File: src/rtl/mtq_pkg.sv
// mtq_pkg: shared types and constants for the max-tracking queue.
// Used by mtq_stack_mem, mtq_ctrl and max_tracking_queue.
package mtq_pkg;

  localparam int MTQ_DEPTH_DEF = 64;
  localparam int OCC_W         = 7;

  localparam logic REQ_PUSH = 1'b0;
  localparam logic REQ_POP  = 1'b1;

  typedef enum logic [1:0] {
    ERR_OK    = 2'd0,
    ERR_EMPTY = 2'd1,
    ERR_FULL  = 2'd2
  } mtq_err_t;

  typedef enum logic [2:0] {
    ST_IDLE,
    ST_REFILL,
    ST_POP,
    ST_TOPRD,
    ST_DONE
  } mtq_state_t;

  // one stack entry: value and running max of itself and everything below it
  typedef struct packed {
    logic [63:0] val;
    logic [63:0] rmax;
  } mtq_entry_t;

  typedef struct packed {
    logic        req_type;
    logic [63:0] value;
  } mtq_in_t;

  typedef struct packed {
    logic [63:0]      max_value;
    logic             queue_empty;
    logic [OCC_W-1:0] occupancy;
    logic [1:0]       error_code;
  } mtq_out_t;

endpackage

File: src/rtl/mtq_ctrl.sv
// mtq_ctrl: request sequencer, stack counts, top-of-stack maxima and result register.
// Depends on mtq_pkg; drives the front and back stack memories.
module mtq_ctrl #(
  parameter int QUEUE_DEPTH = mtq_pkg::MTQ_DEPTH_DEF,
  parameter int AW          = $clog2(QUEUE_DEPTH),
  parameter int CW          = $clog2(QUEUE_DEPTH + 1)
) (
  input  logic                clk,
  input  logic                rst_n,
  input  logic                start,
  output logic                busy,
  input  mtq_pkg::mtq_in_t    in_word,
  output logic                out_strobe,
  output mtq_pkg::mtq_out_t   out_word,
  output logic                f_we,
  output logic [AW-1:0]       f_waddr,
  output mtq_pkg::mtq_entry_t f_wdata,
  output logic                f_re,
  output logic [AW-1:0]       f_raddr,
  input  mtq_pkg::mtq_entry_t f_rdata,
  output logic                b_we,
  output logic [AW-1:0]       b_waddr,
  output mtq_pkg::mtq_entry_t b_wdata,
  output logic                b_re,
  output logic [AW-1:0]       b_raddr,
  input  mtq_pkg::mtq_entry_t b_rdata
);
  import mtq_pkg::*;

  mtq_state_t  state_r, state_nxt;
  logic [CW-1:0] fc_r, fc_nxt;
  logic [CW-1:0] bc_r, bc_nxt;
  logic [63:0] ftop_r, ftop_nxt;
  logic [63:0] btop_r, btop_nxt;
  mtq_err_t    err_r, err_nxt;
  logic        rd_vld_r, rd_vld_nxt;
  logic        out_strobe_r, out_strobe_nxt;
  mtq_out_t    out_word_r, out_word_nxt;

  logic [CW-1:0]    total;
  logic [CW-1:0]    fc_m1;
  logic [CW-1:0]    bc_m2;
  logic [CW+OCC_W-1:0] total_ext;
  logic [63:0]      fmax, bmax, push_max, move_max;

  assign total     = fc_r + bc_r;
  assign fc_m1     = fc_r - CW'(1);
  assign bc_m2     = bc_r - CW'(2);
  assign total_ext = (CW+OCC_W)'(total);
  assign fmax      = (fc_r != '0) ? ftop_r : 64'd0;
  assign bmax      = (bc_r != '0) ? btop_r : 64'd0;
  assign push_max  = (fc_r != '0 && ftop_r > in_word.value) ? ftop_r : in_word.value;
  assign move_max  = (bc_r != '0 && btop_r > f_rdata.val) ? btop_r : f_rdata.val;

  always_comb begin
    state_nxt      = state_r;
    fc_nxt         = fc_r;
    bc_nxt         = bc_r;
    ftop_nxt       = ftop_r;
    btop_nxt       = btop_r;
    err_nxt        = err_r;
    rd_vld_nxt     = 1'b0;
    out_strobe_nxt = 1'b0;
    out_word_nxt   = out_word_r;
    f_we           = 1'b0;
    f_waddr        = fc_r[AW-1:0];
    f_wdata        = '{val: in_word.value, rmax: push_max};
    f_re           = 1'b0;
    f_raddr        = fc_m1[AW-1:0];
    b_we           = 1'b0;
    b_waddr        = bc_r[AW-1:0];
    b_wdata        = '{val: f_rdata.val, rmax: move_max};
    b_re           = 1'b0;
    b_raddr        = bc_m2[AW-1:0];

    case (state_r)
      ST_IDLE: begin
        if (start) begin
          state_nxt = ST_DONE;
          err_nxt   = ERR_OK;
          if (in_word.req_type == REQ_PUSH) begin
            if (total == CW'(QUEUE_DEPTH)) begin
              err_nxt = ERR_FULL;
            end else begin
              f_we     = 1'b1;
              fc_nxt   = fc_r + CW'(1);
              ftop_nxt = push_max;
            end
          end else begin
            if (total == '0) begin
              err_nxt = ERR_EMPTY;
            end else if (bc_r == '0) begin
              state_nxt = ST_REFILL;
            end else begin
              state_nxt = ST_POP;
            end
          end
        end
      end

      // stream front top-down onto back: read one, write the previous one
      ST_REFILL: begin
        if (rd_vld_r) begin
          b_we     = 1'b1;
          bc_nxt   = bc_r + CW'(1);
          btop_nxt = move_max;
        end
        if (fc_r != '0) begin
          f_re       = 1'b1;
          fc_nxt     = fc_m1;
          rd_vld_nxt = 1'b1;
        end else if (!rd_vld_r) begin
          state_nxt = ST_POP;
        end
      end

      ST_POP: begin
        bc_nxt = bc_r - CW'(1);
        if (bc_r >= CW'(2)) begin
          b_re      = 1'b1;
          state_nxt = ST_TOPRD;
        end else begin
          state_nxt = ST_DONE;
        end
      end

      ST_TOPRD: begin
        btop_nxt  = b_rdata.rmax;
        state_nxt = ST_DONE;
      end

      ST_DONE: begin
        out_strobe_nxt         = 1'b1;
        out_word_nxt.max_value = (fmax > bmax) ? fmax : bmax;
        out_word_nxt.queue_empty = (total == '0);
        out_word_nxt.occupancy = total_ext[OCC_W-1:0];
        out_word_nxt.error_code = err_r;
        state_nxt              = ST_IDLE;
      end

      default: begin
        state_nxt = ST_IDLE;
      end
    endcase
  end

  always_ff @(posedge clk) begin
    if (!rst_n) begin
      state_r      <= ST_IDLE;
      fc_r         <= '0;
      bc_r         <= '0;
      err_r        <= ERR_OK;
      rd_vld_r     <= 1'b0;
      out_strobe_r <= 1'b0;
    end else begin
      state_r      <= state_nxt;
      fc_r         <= fc_nxt;
      bc_r         <= bc_nxt;
      err_r        <= err_nxt;
      rd_vld_r     <= rd_vld_nxt;
      out_strobe_r <= out_strobe_nxt;
    end
  end

  always_ff @(posedge clk) begin
    ftop_r     <= ftop_nxt;
    btop_r     <= btop_nxt;
    out_word_r <= out_word_nxt;
  end

  assign busy       = (state_r != ST_IDLE);
  assign out_strobe = out_strobe_r;
  assign out_word   = out_word_r;

endmodule

File: config.mk
export PLATFORM = sky130hd
export DESIGN_NAME = mtq_ctrl
export DESIGN_NICKNAME = d
export VERILOG_FILES = /design/src/rtl/mtq_pkg.sv /design/src/rtl/mtq_ctrl.sv
export SDC_FILE = /design/constraint.sdc
export NUM_CORES = 1
export LEC_CHECK = 0
export BUFFER_PORTS_ARGS = -buffer_cell sky130_fd_sc_hd__buf_4
export CAP_MARGIN = 20
export CORE_AREA = 3 3 267 269
export CTS_BUF_LIST = sky130_fd_sc_hd__clkbuf_8
export DETAILED_ROUTE_END_ITERATION = 16
export DIE_AREA = 0 0 270 272
export GPL_ROUTABILITY_DRIVEN = 0
export GPL_TIMING_DRIVEN = 0
export HOLD_SLACK_MARGIN = 0.05
export MAX_ROUTING_LAYER = met4
export PLACE_DENSITY_LB_ADDON = 0.15
export RECOVER_POWER = 25
export SYNTH_ARGS = -nofsm -noshare
export SYNTH_HDL_FRONTEND = slang
export SYNTH_SLANG_ARGS = --single-unit
File: constraint.sdc
create_clock -name clk -period 17.8 [get_ports clk]
set_input_delay 3.56 -clock clk [delete_from_list [all_inputs] [get_ports clk]]
set_output_delay 3.56 -clock clk [all_outputs]
set_load 0.01 [all_outputs]
==> flow_metrics.py <==
metrics = {
    "route": {
        "routed_via_density": 4.44,
        "routed_wire_length_per_instance_um": 21.4,
        "dr.first_iter.drc_count": 717,
        "firstDrtPassIters": 4,
        "finalWirelength_mm": 69.4,
        "num_vias": 14400,
        "remaining_routing_drc_violations": 0,
        "postRouteAntennaNets": 0,
    },
    "clock_network": {
        "worstSkewPairLatency_ns": 0.64,
        "number_of_cts_inserted_buffers": 48,
        "cts_root_buf": "clkbuf_8",
        "clkTransAtPathRegs_ns": 0.06,
        "tritoncts_clock_tree": "built",
        "cts.hold.buffers_added": 0,
        "cts_repair_resize_count": 0,
        "number_of_clock_sinks": 223,
        "h-tree-depth": 2,
        "cts_max_path_buffers": 3,
        "post_cts.repair.setup_buffers": 0,
    },
    "worst_hold_path": {
        "worst_hold_path_type": "reg -> reg",
    },
    "floorplanning": {
        "die_outline_area_um2": 73400,
        "num_rows": 96,
        "top_level_ports": 684,
        "floorplan.initialDensity_pct": 25.0,
        "die_width_um": 270,
        "core_region_area_um2": 68800,
        "die_height_um": 272,
    },
    "power_and_ir_drop": {
        "ir_worst_vdd_uv": 47.4,
        "powerDensity_nw_per_um2": 72.3,
        "leakagePower_uw": 0.0114,
    },
    "sta": {
        "slew_viol_final": 67,
        "tightestPinTransition_ns": 2.45,
        "final.period_utilization_pct": 60.9,
        "rsz0062_at_grt": "no",
        "slew-limit-headroom_pct": -63.4,
        "fmax_mhz": 92.2,
        "layout_min_cycle_time_ns": 10.84,
        "final-setup-viol-count": 0,
        "setup_tns_ns": 0,
        "final-hold-violation-count": 0,
        "fin_skew_ns": 0.0535,
    },
    "global_routing": {
        "grt_first_pass_wirelength_mm": 99.4,
        "grt_pass1_vias": 15100,
        "globalRoute.totalOverflow": 0,
        "initial_antenna_violation_count": 3,
        "grt_start_max_net_pins": 35,
        "groute.usage.overall_pct": 18.8,
    },
    "logic_synthesis": {
        "synthFlopType": "edfxtp_1",
        "number_of_enable_flip_flop_cells_after_synthesis": 202,
        "synth_seq_cells": 223,
        "syn_nets": 2191,
        "instance_count_of_the_mapped_netlist": 1658,
        "synth.distinct_cells": 66,
        "average_size_of_a_mapped_cell_um2": 10.4,
        "synth-async-reset-ratio_pct": 0,
        "seq_area_frac_synth_pct": 37.7,
        "yosys_warnings": 0,
        "synthesized_cell_area_um2": 17200,
    },
    "critical_path": {
        "timing.critical_path.max_delay_family": "simple AND/OR/NAND/NOR gates",
        "setup.worst_path.start_class": "input pin",
        "cp_num_buf_inv": 4,
        "cp_slowest_cell": "a21oi_4",
        "cpPeakStageDelay_ns": 0.61,
        "setup.worst_path.end_class": "primary output",
        "timing.critical_path.fanout_max": 10,
        "setup.worst_path.class": "in -> out",
        "critical-path-top-cell-by-count": "buf_4",
        "required_time_at_the_worst_slack_endpoint_ns": 14.24,
        "worstPathCellList": "buf_4, inv_1, ha_1, nand4_1, and4bb_2, and3_1, nand2_1, o211a_1, a21oi_4, clkbuf_8, mux2_2, buf_4",
        "critPathArrivalTime_ns": 7.28,
    },
    "layout": {
        "area_growth_pct": 36.7,
        "layout_common_cells": "buf_4 (696), inv_1 (222), ha_1 (207), edfxtp_1 (202), nand2_1 (185)",
        "drive_above_1_share_pct": 42.3,
        "num-nets-final": 2813,
        "final_cell_count_no_fill": 3246,
        "layout.core_utilization_pct": 34.2,
        "layout_commonest_cell": "buf_4",
    },
    "placed_design": {
        "number_of_port_buffers": 555,
        "number_of_instances_in_the_placed_design": 3160,
        "hpwl_mm": 57.3,
    },
    "run_status": {
        "status": "complete, but fails checks",
        "failing_checks": "max-capacitance violations, max-slew violations",
    },
    "run": {
        "timing.max_cap.violations": 2,
    },
}
==> report_power, final <==
group	switching (µW)	internal [µW]	leakage (µW)
registers	13.0	603	0.00207
clock network	262	289	0.000506
logic	284	251	0.00880
total	559	1140	0.0114
==> area by class of cell <==
| class | instances | area [µm²] |
|---|---|---|
| well taps | 931 | 1160 |
| inverters | 209 | 785 |
| clock inverters | 28 | 141 |
| fillers | 7124 | 45300 |
| clock buffers | 54 | 743 |
| diodes | 3 | 7.51 |
| repair buffers | 572 | 4260 |
| plain buffers | 191 | 1360 |
| multi-input cells | 1035 | 8580 |
| flip-flops and latches | 223 | 6490 |
==> stage by stage <==
| step | hold WS (ns) | setup slack (ns) | power, µW | cell area, µm² |
|---|---|---|---|---|
| after floorplan | 0.408 | 8.51 | 932 | 17200 |
| after global placement | 0.429 | 4.68 | 1170 | 22500 |
| after detailed placement | 0.424 | 6.88 | 1170 | 22800 |
| after CTS | 0.433 | 6.86 | 1740 | 23600 |
| after global routing | 0.444 | 6.81 | 1800 | 23500 |
| final | 0.433 | 6.96 | 1700 | 23500 |
==> synthesized netlist by cell type (3+ instances only) <==
cell      number  area, µm²
nor3b_1        4       30.0
o211ai_1       7       52.6
a211oi_1       8       60.1
or3_1          6       37.5
a31oi_1        6       37.5
mux2_2       184       2070
ha_1         207       2590
clkbuf_1      22       82.6
buf_4        143       1070
nand4_1       37        231
nor3_1        16       80.1
nor2b_1        9       56.3
nand2b_1       3       18.8
mux2i_1       65        651
buf_6          7       78.8
and3_1         6       37.5
buf_1          7       26.3
nor2_1        23       86.3
nand2_1      185        694
and4_1         7       61.3
nand3_1       22        110
o31ai_1        5       37.5
buf_2          8       40.0
a22oi_1        3       22.5
o21ai_0       38        190
and2_1        15       93.8
a21boi_0       5       37.5
inv_1        209        785
edfxtp_1     202       6070
dfxtp_1       21        420
a221oi_1       3       26.3
clkbuf_8       4       55.1
xor2_1        11       96.3
mux2_4         9        135
a21oi_1       74        370
a21o_1        20        150
xnor2_1       12        105
a221o_1        4       40.0
nor4_1         8       50.1
==> flip-flops by register name, indices dropped and copies added, names as in the netlist <==
name / count
bc_r: 7
btop_r: 64
err_r: 2
fc_r: 7
ftop_r: 64
out_strobe: 1
out_word: 74
rd_vld_r: 1
state_r: 3
==> final timing paths <==
path,depth (start not counted),from,slack (ns),to
setup / recovery,12,f_rdata[125],6.96,b_wdata[53]
hold / removal,0,err_r[1],0.43,out_word[1]
setup reg to reg,19,fc_r[0],11.77,out_word[54]
hold reg to reg,0,err_r[1],0.43,out_word[1]
==> layer usage <==
metal | up-vias | GRT usage (%) | wire (µm)
met2 | 391 | 30.9 | 32800
met4 | 0 | 5.70 | 2060
li1 | 7025 | - | -
met3 | 98 | 5.27 | 4830
met1 | 6889 | 22.3 | 29600
met5 | - | - | 0
==> cell families (layout without fill, tap and decap cells) <==
logic type               count (synthesis)  in the layout  share of synthesized area (%)
flip-flops                             223            223                           37.7
buffers and inverters                  400           1054                           12.4
other                                    0              3                              0
AND/OR/NAND/NOR                        350            350                           9.70
multiplexers                           259            259                           16.7
adder cells (fa/ha/maj)                209            209                           15.3
AO/OA/AOI/OAI                          194            194                           7.03
XOR/XNOR                                23             23                           1.17
(Power assumes the default switching activity.)
